`config.mk`:
```
export PLATFORM = sky130hd
export DESIGN_NAME = s20_seq
export DESIGN_NICKNAME = d
export VERILOG_FILES = /design/src/design/s20_pkg.sv /design/src/design/s20_seq.sv
export SDC_FILE = /design/constraint.sdc
export NUM_CORES = 1
export LEC_CHECK = 0
export BUFFER_PORTS_ARGS = -buffer_cell sky130_fd_sc_hd__buf_2
export CORE_UTILIZATION = 32
export CTS_CLUSTER_DIAMETER = 30
export CTS_CLUSTER_SIZE = 30
export DETAILED_ROUTE_END_ITERATION = 16
export HOLD_SLACK_MARGIN = 0.02
export MAX_ROUTING_LAYER = met4
export PLACE_DENSITY = 0.61
export SYNTH_ARGS = -nofsm -noshare
export SYNTH_HDL_FRONTEND = slang
export SYNTH_SLANG_ARGS = --single-unit
```
`constraint.sdc`:
```
create_clock -name clk_i -period 2.2 [get_ports clk_i]
set_input_delay 0.66 -clock clk_i [delete_from_list [all_inputs] [get_ports clk_i]]
set_output_delay 0.66 -clock clk_i [all_outputs]
set_load 0.005 [all_outputs]
```
`src/design/s20_pkg.sv`:
```
// Shared types, constants and microcode program for the Salsa20 stream cipher core.
package s20_pkg;

  localparam int unsigned WORD_W = 32;
  localparam int unsigned CFG_W  = 64;
  localparam int unsigned STEP_W = 4;

  typedef logic [3:0] widx_t;

  localparam logic [WORD_W-1:0] SIGMA [4] = '{
    32'h61707865, 32'h3320646e, 32'h79622d32, 32'h6b206574
  };

  localparam widx_t COL_IDX [4][4] = '{
    '{4'd0,  4'd4,  4'd8,  4'd12},
    '{4'd5,  4'd9,  4'd13, 4'd1 },
    '{4'd10, 4'd14, 4'd2,  4'd6 },
    '{4'd15, 4'd3,  4'd7,  4'd11}
  };

  localparam widx_t ROW_IDX [4][4] = '{
    '{4'd0,  4'd1,  4'd2,  4'd3 },
    '{4'd5,  4'd6,  4'd7,  4'd4 },
    '{4'd10, 4'd11, 4'd8,  4'd9 },
    '{4'd15, 4'd12, 4'd13, 4'd14}
  };

  localparam logic [4:0] ROT_AMT [4] = '{5'd7, 5'd9, 5'd13, 5'd18};

  // configuration register indexes
  localparam logic [2:0] CFG_KEY01 = 3'd0;
  localparam logic [2:0] CFG_KEY23 = 3'd1;
  localparam logic [2:0] CFG_KEY45 = 3'd2;
  localparam logic [2:0] CFG_KEY67 = 3'd3;
  localparam logic [2:0] CFG_NONCE = 3'd4;

  typedef enum logic [1:0] {
    UOP_LOAD,
    UOP_QR,
    UOP_FEED,
    UOP_END
  } uop_e;

  typedef struct packed {
    uop_e       op;
    logic       row;
    logic [1:0] sub;
    logic       loop;
  } ucode_t;

  typedef struct packed {
    logic       load;
    logic       qr;
    logic       row;
    logic [1:0] sub;
    logic       feed;
  } ctl_t;

  localparam logic [STEP_W-1:0] LOOP_TARGET = 4'd1;

  // program: load, column round steps, row round steps (loop back), feed-forward, end
  function automatic ucode_t ucode_rom(input logic [STEP_W-1:0] step);
    ucode_t w;
    w = '{op: UOP_END, row: 1'b0, sub: 2'd0, loop: 1'b0};
    unique case (step)
      4'd0:    w = '{op: UOP_LOAD, row: 1'b0, sub: 2'd0, loop: 1'b0};
      4'd1:    w = '{op: UOP_QR,   row: 1'b0, sub: 2'd0, loop: 1'b0};
      4'd2:    w = '{op: UOP_QR,   row: 1'b0, sub: 2'd1, loop: 1'b0};
      4'd3:    w = '{op: UOP_QR,   row: 1'b0, sub: 2'd2, loop: 1'b0};
      4'd4:    w = '{op: UOP_QR,   row: 1'b0, sub: 2'd3, loop: 1'b0};
      4'd5:    w = '{op: UOP_QR,   row: 1'b1, sub: 2'd0, loop: 1'b0};
      4'd6:    w = '{op: UOP_QR,   row: 1'b1, sub: 2'd1, loop: 1'b0};
      4'd7:    w = '{op: UOP_QR,   row: 1'b1, sub: 2'd2, loop: 1'b0};
      4'd8:    w = '{op: UOP_QR,   row: 1'b1, sub: 2'd3, loop: 1'b1};
      4'd9:    w = '{op: UOP_FEED, row: 1'b0, sub: 2'd0, loop: 1'b0};
      default: w = '{op: UOP_END,  row: 1'b0, sub: 2'd0, loop: 1'b0};
    endcase
    return w;
  endfunction

endpackage

```
`src/design/s20_seq.sv`:
```
// Microcode sequencer: step counter, program ROM and double-round loop counter.
module s20_seq import s20_pkg::*; #(
  parameter int unsigned DOUBLE_ROUNDS = 10
) (
  input  logic clk_i,
  input  logic rst_ni,
  input  logic start_i,
  output ctl_t ctl_o,
  output logic done_o
);

  localparam int unsigned RW = $clog2(DOUBLE_ROUNDS + 1);

  logic              run_q, run_d;
  logic [STEP_W-1:0] step_q, step_d;
  logic [RW-1:0]     rnd_q, rnd_d;
  ucode_t            uw;

  assign uw = ucode_rom(step_q);

  always_comb begin
    run_d  = run_q;
    step_d = step_q;
    rnd_d  = rnd_q;
    if (start_i) begin
      run_d  = 1'b1;
      step_d = '0;
    end else if (run_q) begin
      if (uw.op == UOP_LOAD) begin
        rnd_d = RW'(DOUBLE_ROUNDS);
      end
      if (uw.op == UOP_END) begin
        run_d = 1'b0;
      end else if (uw.loop && (rnd_q != RW'(1))) begin
        step_d = LOOP_TARGET;
        rnd_d  = rnd_q - RW'(1);
      end else begin
        step_d = step_q + STEP_W'(1);
      end
    end
  end

  always_ff @(posedge clk_i or negedge rst_ni) begin
    if (!rst_ni) begin
      run_q  <= 1'b0;
      step_q <= '0;
      rnd_q  <= '0;
    end else begin
      run_q  <= run_d;
      step_q <= step_d;
      rnd_q  <= rnd_d;
    end
  end

  assign ctl_o.load = run_q && (uw.op == UOP_LOAD);
  assign ctl_o.qr   = run_q && (uw.op == UOP_QR);
  assign ctl_o.feed = run_q && (uw.op == UOP_FEED);
  assign ctl_o.row  = uw.row;
  assign ctl_o.sub  = uw.sub;
  assign done_o     = run_q && (uw.op == UOP_END);

endmodule

```
Yosys cells after proc, flatten, opt, wreduce, memory -nomap -nowiden
Memories as Yosys holds them, arrays and structs flattened.
Cells that the tools add are included.
{"block": "classes", "reduce_logical": 9, "eq_ne": 5, "n_bitwise": 1, "mux": 10, "addsub": 2}
{"op": "two-way mux 4 bit", "n": 7}
{"op": "logical AND 1 bit", "n": 5}
{"op": "adder 4 x 1 -> 4 bit (second input constant)", "n": 1}
{"op": "equality test 2 bit (second input constant)", "n": 2}
{"op": "!= test 4 x 1 -> 1 bit (second input constant)", "n": 1}
{"op": "AND reduction 2 bit", "n": 2}
{"op": "subtractor 4 x 1 -> 4 bit (second input constant)", "n": 1}
{"op": "two-way mux 1 bit", "n": 3}
{"op": "equality test 2 x 1 -> 1 bit (second input constant)", "n": 1}
{"op": "logical NOT 2 bit", "n": 1}
{"op": "!= test 2 bit (second input constant)", "n": 1}
{"op": "nonzero test 2 bit", "n": 1}
{"op": "inverter 1 bit", "n": 1}
{"block": "totals", "output_inout_bits": 7, "romBits": 96, "ff_bits": 9, "wordCells": 31, "n_memories": 1}
{"memory": "(name not given)", "depth": 16, "width": 6, "rd": 1, "rd_ports_with_merged_regs": 0, "wr": 0, "line_no": "s20_pkg.sv:65", "source": "unique case (step)"}

Longest topological paths before layout
Gate-level depths: netlist (run 1).
{"block": "logic_depth", "word_depth": 6, "ltp_mapped": 5, "ltp_nobuf": 5}

Worst setup path after synthesis (run 1)
No wires, ideal clock.
{"block": "synth_timing", "path_kind": "flip-flop to output port", "from": "reg step_q[0]", "to": "out ctl_o[4] (netlist bit)", "path_slack_ps": 361, "path_buffers": 0, "required_ps": 1540, "path_stages_with_launch": 6, "arrival_time_ps": 1179, "path_cell_list": "dfrtp_1 > inv_1 > ha_1 > nand3b_2 > nor2_1 > o21a_1"}
{"element": "start: declaration", "line_no": "s20_seq.sv:15", "source": "logic [STEP_W-1:0] step_q, step_d;"}
{"element": "start signal: assignment", "line_no": "s20_seq.sv:50", "source": "step_q <= step_d;"}
{"element": "end: declaration", "line_no": "s20_seq.sv:8", "source": "output ctl_t ctl_o,"}

==> results of run 1 <==
power by group through the flow:
stage               Combinational [uW]  Sequential, uW  Clock (uW)
global route                       138             179         143
detailed placement                94.7             182           0
global placement                  94.2             182           0
CTS                                107             177         131
finish                             126             179         124
floorplan                         66.7             179           0
worst max-delay path by stage:
stage	from	to	slack, ns	cells after the start
after floorplan	step_q[0]	ctl_o[4]	0.36	5
after global placement	step_q[0]	ctl_o[4]	0.16	6
after detailed placement	step_q[0]	ctl_o[4]	0.13	6
after CTS	step_q[0]	ctl_o[4]	-0.004	6
after global routing	step_q[0]	ctl_o[4]	-0.005	6
final	step_q[0]	ctl_o[4]	0.07	6
registers in the layout (all words and copies together), names as in the netlist:
register	flops
run_q	1
step_q	4
rnd_q	4
layer usage:
metal | part of all wire (%) | global-route usage (%)
met5 | 0 | -
met4 | 0.48 | 5.71
met1 | 48 | 20.7
met2 | 49 | 23.6
met3 | 2.2 | 2.78
cells by family (layout without fill, tap and decap cells):
| logic type | count (synthesis) | count (layout) | synth area share, % |
|---|---|---|---|
| AO/OA/AOI/OAI | 21 | 21 | 22.8 |
| multiplexers | 4 | 4 | 5.53 |
| flip-flops | 9 | 9 | 31.1 |
| adder cells (fa/ha/maj) | 6 | 6 | 10.4 |
| buffers and inverters | 11 | 28 | 7.25 |
| AND/OR/NAND/NOR | 25 | 25 | 23.0 |
area by class of cell:
type                    instances  share of cell area (%)
well taps                      27                    3.80
clock buffers                   4                    2.96
flip-flops and latches          9                    25.6
repair buffers                 16                    11.0
multi-input cells              56                    53.0
inverters                       8                    3.66
repair_timing:
action,CTS,global route
setup endpoints to repair,6,5
pin swaps,0,1
resized for setup,3,6
setup buffers,1,4
hold buffers,0,0
cell usage after synthesis, drive strengths merged, types with 2 or more instances:
cell    number
and2b        2
buf          3
dfrtp        9
ha           6
inv          8
mux2i        4
nand2        4
nand2b       2
nand3b       4
nor2         5
nor3b        2
nor4b        2
o21ai        7
worst max-delay path, delay by kind of cell, from the launching register on:
| family | cells | cell delay (ns) |
|---|---|---|
| and+or+nand+nor | 2 | 0.23 |
| adders and majority gates | 1 | 0.16 |
| AOI/OAI and AO/OA | 1 | 0.17 |
| DFF | 1 | 0.44 |
| buffers and inverters | 2 | 0.21 |
per-stage QoR:
step / hold slack (ns) / cell area (um^2) / TNS [ns] / setup WS, ns / util [%]
3_5_place_dp: 0.520 / 796 / 0 / 0.128 / 39.0
5_1_grt: 0.243 / 888 / -0.00454 / -0.00454 / 43.5
6_report: 0.247 / 888 / 0 / 0.0690 / 43.5
4_1_cts: 0.239 / 842 / -0.00358 / -0.00358 / 41.2
2_1_floorplan: 0.364 / 724 / 0 / 0.361 / -
3_3_place_gp: 0.522 / 796 / 0 / 0.164 / 39.0
==> impl_results.md, run 1 <==
* Post-route fraction of the period consumed by the critical path at 96.9%
* Depth of the worst register-to-register path at 5
* Clock latency on the worst-skew pair at 0.25 ns
* Flip-flop and latch count after synthesis at 9
* Arrival @ worst endpoint at 1.47 ns
* Maximum number of pins on one net before global-route repair at 14
* Count of flip-flops with a built-in enable after synthesis at 0
* Core ar. at 2040 um^2
* Max Cap Viol at 0
* Number of detailed-route iterations in the first pass at 4
* Portion of synthesized cell area occupied by the leading cell type at 31.1%
* Worst vdd ir at 0.252 mV
* Highest cell delay on the worst timing path at 0.44 ns
* Yosys warning total at 0
* Top post-synthesis cells by area: dfrtp_1, ha_1, mux2i_1, o21ai_0, inv_1
* Area used by multi-input combinational logic at 470 um^2
* Die boundary height at 49.6 um
* TritonCTS clock tree: built
* Cell-internal power at 308 uW
* Sum of routed wire length over all layers at 1660 um
* Overall routing resource usage at 15.6%
* Final setup skew at 0.00102 ns
* Routability cong. at 0.817
* Critical register-to-register path startpoint: rnd_q[1]
* Number of endpoints failing setup at the final stage at 0
* Required time worst endpoint at 1.54 ns
* Flop2flop setup slack at 0.67 ns
* Critical Path, Cell by Cell: inv_4 -> ha_4 -> and2b_2 -> nor2_1 -> o21a_1 -> buf_2
* Total global routing overflow at 0
* Number of standard-cell rows in the floorplan at 16
* Headroom to the max-slew limit at 76.6%
* Cell taking the most area after synthesis: dfrtp_1
* Net Sw Frac at 28.3%
* Highest fanout seen on the critical path at 6
* Number of diodes added for antenna fixing at 0
* Gate power share at 29.5%
* Fraction of power consumed by the clock network at 28.8%
* Async set-reset flop share out of synthesis at 100%
* Full die area at 2460 um^2
* Critical path start-end classification: register to primary output
* Final hold violation count at 0
* Slew @ Worst Pin at 0.349 ns
* Leakage power at 0.000420 uW
* Via count of the first global-routing pass at 600
* Placed Cells at 111
* Via Count at 614
* Clock period minus final worst setup slack at 2.13 ns
* Number of nets with antenna violations after routing at 0
* Area growth from synthesis to layout at 22.6%
* Worst setup SP type: register
* Average wire per standard cell at 13.8 um
* Power Total at 429 uW
* Path class of the lowest-slack min-delay path: input port to async pin
* HPWL after detailed placement at 1200 um
* Post-synthesis cell type count at 35
* Mean cell area of the mapped netlist at 9.53 um^2
* Cell at the root of the clock tree: clkbuf_4
* First-pass GRT wire length at 2820 um
* Number of antenna violations at the first check in global routing at 0
* Die outline width at 49.6 um
* Max clock buf depth at 2
* Maximum achievable frequency at 0.469 GHz
* Cell count after synthesis at 76
* CTS Buf Count at 3
* Final slew viol count at 0
* Cell area after synthesis at 724 um^2
* Count of boundary I/O pins at 10
* Fin nets at 103
* Outcome: finished, final reports clean
* Quantity of I/O buffers inserted on ports at 9
* Post-Syn Nets at 85
* FF/Latch Area at 228 um^2
* Via-per-instance ratio at 5.12
* H-tree depth at 1
* Most frequent cells in the layout: buf_2, buf_4, dfrtp_1
* Drt drc at 0
* Sequential cell area fraction in the yosys report at 31.1%
* Power density over cell area at 483 nW/um^2
* Type of destination of the critical path: primary output
* Net switching power at 122 uW
* Number of DRC markers after the initial detailed-route iteration at 11
* Starting density of the core at 35.5%
* Critical Path Slowest Stage Cell: dfrtp_2
* Share of post-route cells with drive strength above 1 at 36.6%
* Layout fillers at 216
* Reg-to-Reg End: step_q[0]
* Non-filler cells, final at 120
* Most frequent standard cell in the layout excluding fill and tap cells: buf_2
* Synth Flop Type: dfrtp_1
* Clock-pin transition on the worst setup and hold timing paths at 0.06 ns
* Proportion of power drawn by flip-flops and latches at 41.7%
* Clk sinks at 9
(Power assumes the default switching activity.)
==> inputs of run 2 (changes only) <==
--- a/config.mk
+++ b/config.mk
@@ -12,7 +12,7 @@
 export DETAILED_ROUTE_END_ITERATION = 16
 export HOLD_SLACK_MARGIN = 0.02
 export MAX_ROUTING_LAYER = met4
-export PLACE_DENSITY = 0.61
+export PLACE_DENSITY = 0.62
 export SYNTH_ARGS = -nofsm -noshare
 export SYNTH_HDL_FRONTEND = slang
 export SYNTH_SLANG_ARGS = --single-unit
==> constraint.sdc (replaced) <==
create_clock -name clk_i -period 1.9 [get_ports clk_i]
set_input_delay 0.57 -clock clk_i [delete_from_list [all_inputs] [get_ports clk_i]]
set_output_delay 0.57 -clock clk_i [all_outputs]
set_load 0.005 [all_outputs]
==> run 2 against run 1 <==
The flow now finishes with violations (setup timing). Design area increased by 2.8%. First-iteration DRC count fell by 73%. Sequential share of layout area fell by 0.98 points. Clock-buffer cell count is the same. Via count rose by 1.8%.
==> impl_results.md, run 2 (synthesis gave the netlist of run 1 again) <==
* Power density over cell area at 551 nW/um^2 (+14%)
* Via count of the first global-routing pass at 612 (+2.0%)
* Setup_tns at -0.258 ns (-0.258 ns)
* HPWL after detailed placement at 1150 um (-3.7%)
* Highest cell delay on the worst timing path at 0.38 ns (-0.06 ns)
* Layout fillers at 210 (-2.8%)
* H-tree depth at 1 (unchanged)
* Number of diodes added for antenna fixing at 0 (unchanged)
* Number of antenna violations at the first check in global routing at 0 (unchanged)
* Clk sinks at 9 (unchanged)
* Type of destination of the critical path: primary output
* Final slew viol count at 0 (unchanged)
* Share of post-route cells with drive strength above 1 at 38.9% (+2.4 points)
* Arrival @ worst endpoint at 1.41 ns (-0.06 ns)
* Max clock buf depth at 2 (unchanged)
* Power Total at 503 uW (+17%)
* Area growth from synthesis to layout at 26.1%
* Final core utilization at 44.7% (+1.2 points)
* Starting density of the core at 35.5% (unchanged)
* Cell at the root of the clock tree: clkbuf_4
* Count of boundary I/O pins at 10 (unchanged)
* Final setup skew at 0.00161 ns (+0.000584 ns)
* Routability cong. at 0.799 (-2.1%)
* Required time worst endpoint at 1.33 ns (-0.21 ns)
* TritonCTS clock tree: built
* Violated checks: setup timing
* Post-CTS Hold Fix Bufs at 0 (unchanged)
* Placed Cells at 116 (+4.5%)
* Critical Path, Cell by Cell: inv_2 -> ha_2 -> nor4b_1 -> buf_2
* Headroom to the max-slew limit at 79.6% (+2.9 points)
* Clock latency on the worst-skew pair at 0.26 ns (about the same)
* Drt drc at 0 (unchanged)
* CTS Buf Count at 3 (unchanged)
* Final critical-path setup slack at -0.0828 ns (-0.152 ns)
* Die boundary height at 49.6 um (unchanged)
* Average wire per standard cell at 12.8 um (-7.5%)
* Via Count at 625 (+1.8%)
* Maximum achievable frequency at 0.504 GHz
* Post-detailed-placement cell area at 833 um^2 (+4.7%)
* Post-route fraction of the period consumed by the critical path at 104%
* Number of standard-cell rows in the floorplan at 16 (unchanged)
* Max Cap Viol at 0 (unchanged)
* Worst vdd ir at 0.253 mV (+0.34%)
* Die outline width at 49.6 um (unchanged)
* Total global routing overflow at 0 (unchanged)
* Path class of the lowest-slack min-delay path: input port to async pin
* Full die area at 2460 um^2 (unchanged)
* First-pass GRT wire length at 2840 um (+0.46%)
* Number of detailed-route iterations in the first pass at 4 (unchanged)
* Sum of routed wire length over all layers at 1560 um (-5.9%)
* Flop2flop setup slack at 0.45 ns (-0.22 ns)
* Highest fanout seen on the critical path at 5 (-1)
* Number of endpoints failing setup at the final stage at 5 (+5)
* Leakage power at 0.000431 uW (+2.7%)
* Slew @ Worst Pin at 0.305 ns (-0.0435 ns)
* Overall routing resource usage at 15.7% (+0.046 points)
* Critical path buffers and inverters at 2 (unchanged)
* Non-filler cells, final at 122 (+1.7%)
* Clock-pin transition on the worst setup and hold timing paths at 0.06 ns (about the same)
* Number of nets with antenna violations after routing at 0 (unchanged)
* Post-route cell area at 913 um^2 (+2.8%)
* Critical path start-end classification: register to primary output
* Via-per-instance ratio at 5.12 (+0.12%)
* Worst setup SP type: register
* Number of DRC markers after the initial detailed-route iteration at 3 (-8)
* Outcome: complete, but fails checks
* Regs by FF count: rnd_q: 4 flops, step_q: 4 flops, run_q: 1 flops
* Quantity of I/O buffers inserted on ports at 9 (unchanged)
* Maximum number of pins on one net before global-route repair at 10 (-4)
* Most frequent cells in the layout: buf_2, buf_4, dfrtp_1
* Final hold violation count at 0 (unchanged)
* Fin nets at 105 (+1.9%)
* Critical Path Slowest Stage Cell: dfrtp_1
* Setup repair after global routing missed its margin: true
* Clock period minus final worst setup slack at 1.98 ns
* Cell family with the largest share of critical-path delay: flip-flops
* Core ar. at 2040 um^2 (unchanged)
[run 2: worst paths after layout]
| check | start | to | cells past startpoint |
|---|---|---|---|
| setup / recovery | step_q[1] | ctl_o[0] | 4 |
| hold / removal | rst_ni | rnd_q[2] | 1 |
| setup reg to reg | rnd_q[1] | step_q[0] | 5 |
| hold reg to reg | rnd_q[0] | rnd_q[0] | 1 |
| max in group asynchronous | rst_ni | step_q[1] | 1 |
| min in group clk_i | start_i | step_q[3] | 2 |
[run 2: worst reg2reg max path, stage by stage (launching register included)]
cell      delay, ns
dfrtp_1        0.38
inv_1          0.09
ha_1           0.16
nor3b_2        0.30
o221ai_2       0.18
o211a_1        0.23
[run 2: what timing repair did]
| action | 4_1_cts | 5_1_grt |
|---|---|---|
| setup endpoints to repair | 7 | 7 |
| pin swaps | 1 | 0 |
| gates resized for setup | 9 | 4 |
| buffers inserted | 2 | 0 |
[run 2: cell type report]
| type | instances | area (um^2) | share of cell area, % |
|---|---|---|---|
| Multi-Input combinational cell | 56 | 485 | 53.2 |
| Sequential cell | 9 | 225 | 24.7 |
| Timing Repair Buffer | 18 | 113 | 12.3 |
| Tap cell | 27 | 33.8 | 3.70 |
| Inverter | 8 | 30.0 | 3.29 |
| Clock buffer | 4 | 26.3 | 2.88 |
[run 2: metal layers]
layer,global-route usage [%],routed length [um],up-vias
met5,-,0,-
met4,7.14,25,0
met3,3.70,37,4
met2,24.3,737,5
met1,19.1,758,298
li1,-,-,318
[run 2: per-stage QoR]
step / hold WS [ns] / worst slack [ns]
2_1_floorplan: 0.274 / 0.151
3_3_place_gp: 0.437 / 0.0943
3_5_place_dp: 0.438 / 0.0705
4_1_cts: 0.157 / -0.0603
5_1_grt: 0.159 / -0.148
6_report: 0.155 / -0.0828
[run 2: power breakdown]
part           total (uW)  switching, uW  internal (uW)
clock                 148           66.9           81.0
combinational         151           72.8           77.8
sequential            205           6.81            198
==> inputs of run 3 (changes only) <==
==> constraint.sdc (replaced) <==
create_clock -name clk_i -period 1.9 [get_ports clk_i]
set_input_delay 0.285 -clock clk_i [delete_from_list [all_inputs] [get_ports clk_i]]
set_output_delay 0.285 -clock clk_i [all_outputs]
set_load 0.005 [all_outputs]
==> run 3 against run 2 <==
The flow now finishes without violations. Final cell count fell by 4.1%. Die area did not move. Utilization fell by 2.5 points. Worst setup slack improved by 0.19 ns. First-iteration DRC count rose by 67%. Clock power fell by 8%.
==> impl_results.md, run 3 (synthesis gave the netlist of run 1 again) <==
* Sum of routed wire length over all layers at 1460 um (-6.2%)
* Arrival @ worst endpoint at 1.51 ns (+0.10 ns)
* Number of endpoints failing setup at the final stage at 0 (-5)
* Final hold violation count at 0 (unchanged)
* Highest fanout seen on the critical path at 5 (unchanged)
* Setup repair after global routing missed its margin: false
* Slew @ Worst Pin at 0.449 ns (+0.144 ns)
* Final core utilization at 42.2% (-2.5 points)
* Number of nets with antenna violations after routing at 0 (unchanged)
* Net switching power at 127 uW (-13%)
* Core ar. at 2040 um^2 (unchanged)
* Quantity of I/O buffers inserted on ports at 9 (unchanged)
* First-pass GRT wire length at 2620 um (-7.8%)
* Clock latency on the worst-skew pair at 0.25 ns (about the same)
* Cell-internal power at 345 uW (-3.5%)
* Die boundary height at 49.6 um (unchanged)
* Average wire per standard cell at 12.5 um (-2.1%)
* Critical path start-end classification: register to primary output
* Gate power share at 26.3% (-3.6 points)
* Number of antenna violations at the first check in global routing at 0 (unchanged)
* TritonCTS clock tree: built
* Clock period minus final worst setup slack at 1.79 ns (-0.188 ns)
* Leakage power at 0.000408 uW (-5.5%)
* HPWL after detailed placement at 1090 um (-5.4%)
* Share of post-route cells with drive strength above 1 at 31.1% (-7.8 points)
* Proportion of power drawn by flip-flops and latches at 45.0% (+4.3 points)
* Via-per-instance ratio at 5.19 (+1.3%)
* Via Count at 607 (-2.9%)
* Final slew viol count at 0 (unchanged)
* H-tree depth at 1 (unchanged)
* Post-route cell area at 862 um^2 (-5.6%)
* Power density over cell area at 547 nW/um^2 (-0.76%)
* Area growth from synthesis to layout at 19.0%
* Required time worst endpoint at 1.62 ns (+0.29 ns)
* Hold slack final at 0.285 ns (+0.130 ns)
* Maximum number of pins on one net before global-route repair at 14 (+4)
* Starting density of the core at 35.5% (unchanged)
* Routability cong. at 0.796 (-0.48%)
* Clk sinks at 9 (unchanged)
* Final setup skew at 0.00265 ns (+0.00105 ns)
* Type of destination of the critical path: primary output
* Number of detailed-route iterations in the first pass at 4 (unchanged)
* Fin nets at 100 (-4.8%)
* Drt drc at 0 (unchanged)
* Number of DRC markers after the initial detailed-route iteration at 5 (+2)
* Post-detailed-placement cell area at 781 um^2 (-6.3%)
* Full die area at 2460 um^2 (unchanged)
* Headroom to the max-slew limit at 70.0% (-9.5 points)
* Maximum achievable frequency at 0.557 GHz (+10%)
* Total global routing overflow at 0 (unchanged)
* Count of boundary I/O pins at 10 (unchanged)
* Most frequent standard cell in the layout excluding fill and tap cells: buf_2
* Cell at the root of the clock tree: clkbuf_4
* Max clock buf depth at 2 (unchanged)
* Worst vdd ir at 0.309 mV (+22%)
* Number of diodes added for antenna fixing at 0 (unchanged)
* Most frequent cells in the layout: buf_2, dfrtp_1, o21ai_0
* Final critical-path setup slack at 0.105 ns (+0.188 ns)
* Path class of the lowest-slack min-delay path: input port to register
* Outcome: finished, final reports clean
* Setup_tns at 0 ns (+0.258 ns)
* Die outline width at 49.6 um (unchanged)
* Setup slack after placement at 0.189 ns (+0.118 ns)
* Via count of the first global-routing pass at 563 (-8.0%)
* Regs by FF count: rnd_q: 4 flops, step_q: 4 flops, run_q: 1 flops
* Fraction of power consumed by the clock network at 28.8% (-0.6 points)
* Number of standard-cell rows in the floorplan at 16 (unchanged)
* Overall routing resource usage at 14.4% (-1.2 points)
* Net Sw Frac at 26.9% (-2.2 points)
* Max Cap Viol at 0 (unchanged)
* Clock-pin transition on the worst setup and hold timing paths at 0.05 ns (about the same)
* CTS Buf Count at 3 (unchanged)
* Worst setup SP type: register
* Post-route fraction of the period consumed by the critical path at 94.5% (-9.9 points)
run 3: cell count changes in the layout (fill, tap and decap cells not counted), sizes merged:
cell and delta:
buf -6, dlygate4sd3 +1
run 3: worst max-delay path: stages (launching register included):
cell and delay [ns]:
dfrtp_1 0.43, inv_2 0.09, ha_1 0.25, nand2b_1 0.19, and3_1 0.20, buf_2 0.12
run 3: timing repair:
| item | CTS | global route |
|---|---|---|
| hold endpoints to repair | 9 | 0 |
| hold buffers | 1 | 0 |
| endpoints found under the setup margin | 1 | 2 |
| gates resized for setup | 3 | 3 |
| buffers inserted | 0 | 3 |
| pin swaps | 0 | 0 |
run 3: area by class of cell:
class                      count  area [um^2]
clock buffer                   4         26.3
fill                         206         1180
inverter                       8         30.0
multi-input combinational     56          468
sequential                     9          226
tap                           27         33.8
timing repair buffer          13         77.6
run 3: power by group through the flow:
stage                     clock network [uW]  registers, uW  logic [uW]
after global routing                     158            213         139
after CTS                                145            210         114
after floorplan                            0            208        77.2
final                                    136            212         124
after detailed placement                   0            214         103
after global placement                     0            213         102
run 3: through the flow:
stage               total power, uW  cells
finish                          472    117
global route                    510    117
CTS                             469    114
detailed placement              316    109
global placement                315    109
floorplan                       285     76
run 3: metal layers:
| metal | wire length [um] | track usage (%) | up-vias |
|---|---|---|---|
| met5 | 0 | - | - |
| met4 | 8 | 5.71 | 0 |
| met3 | 24 | 3.70 | 2 |
| met2 | 698 | 20.9 | 3 |
| met1 | 733 | 19.0 | 295 |
| li1 | - | - | 307 |
run 3: worst paths after layout:
path                            slack (ns)  startpoint   endpoint  cells after the start
worst max register to register        0.40    rnd_q[1]  step_q[0]                      5
worst min register to register        0.57    rnd_q[0]   rnd_q[0]                      1
max in group asynchronous             1.30      rst_ni  step_q[0]                      2
worst max-delay path                  0.11   step_q[1]   ctl_o[5]                      5
worst min-delay path                  0.28     start_i  step_q[3]                      2
min in group asynchronous             0.41      rst_ni   rnd_q[3]                      2
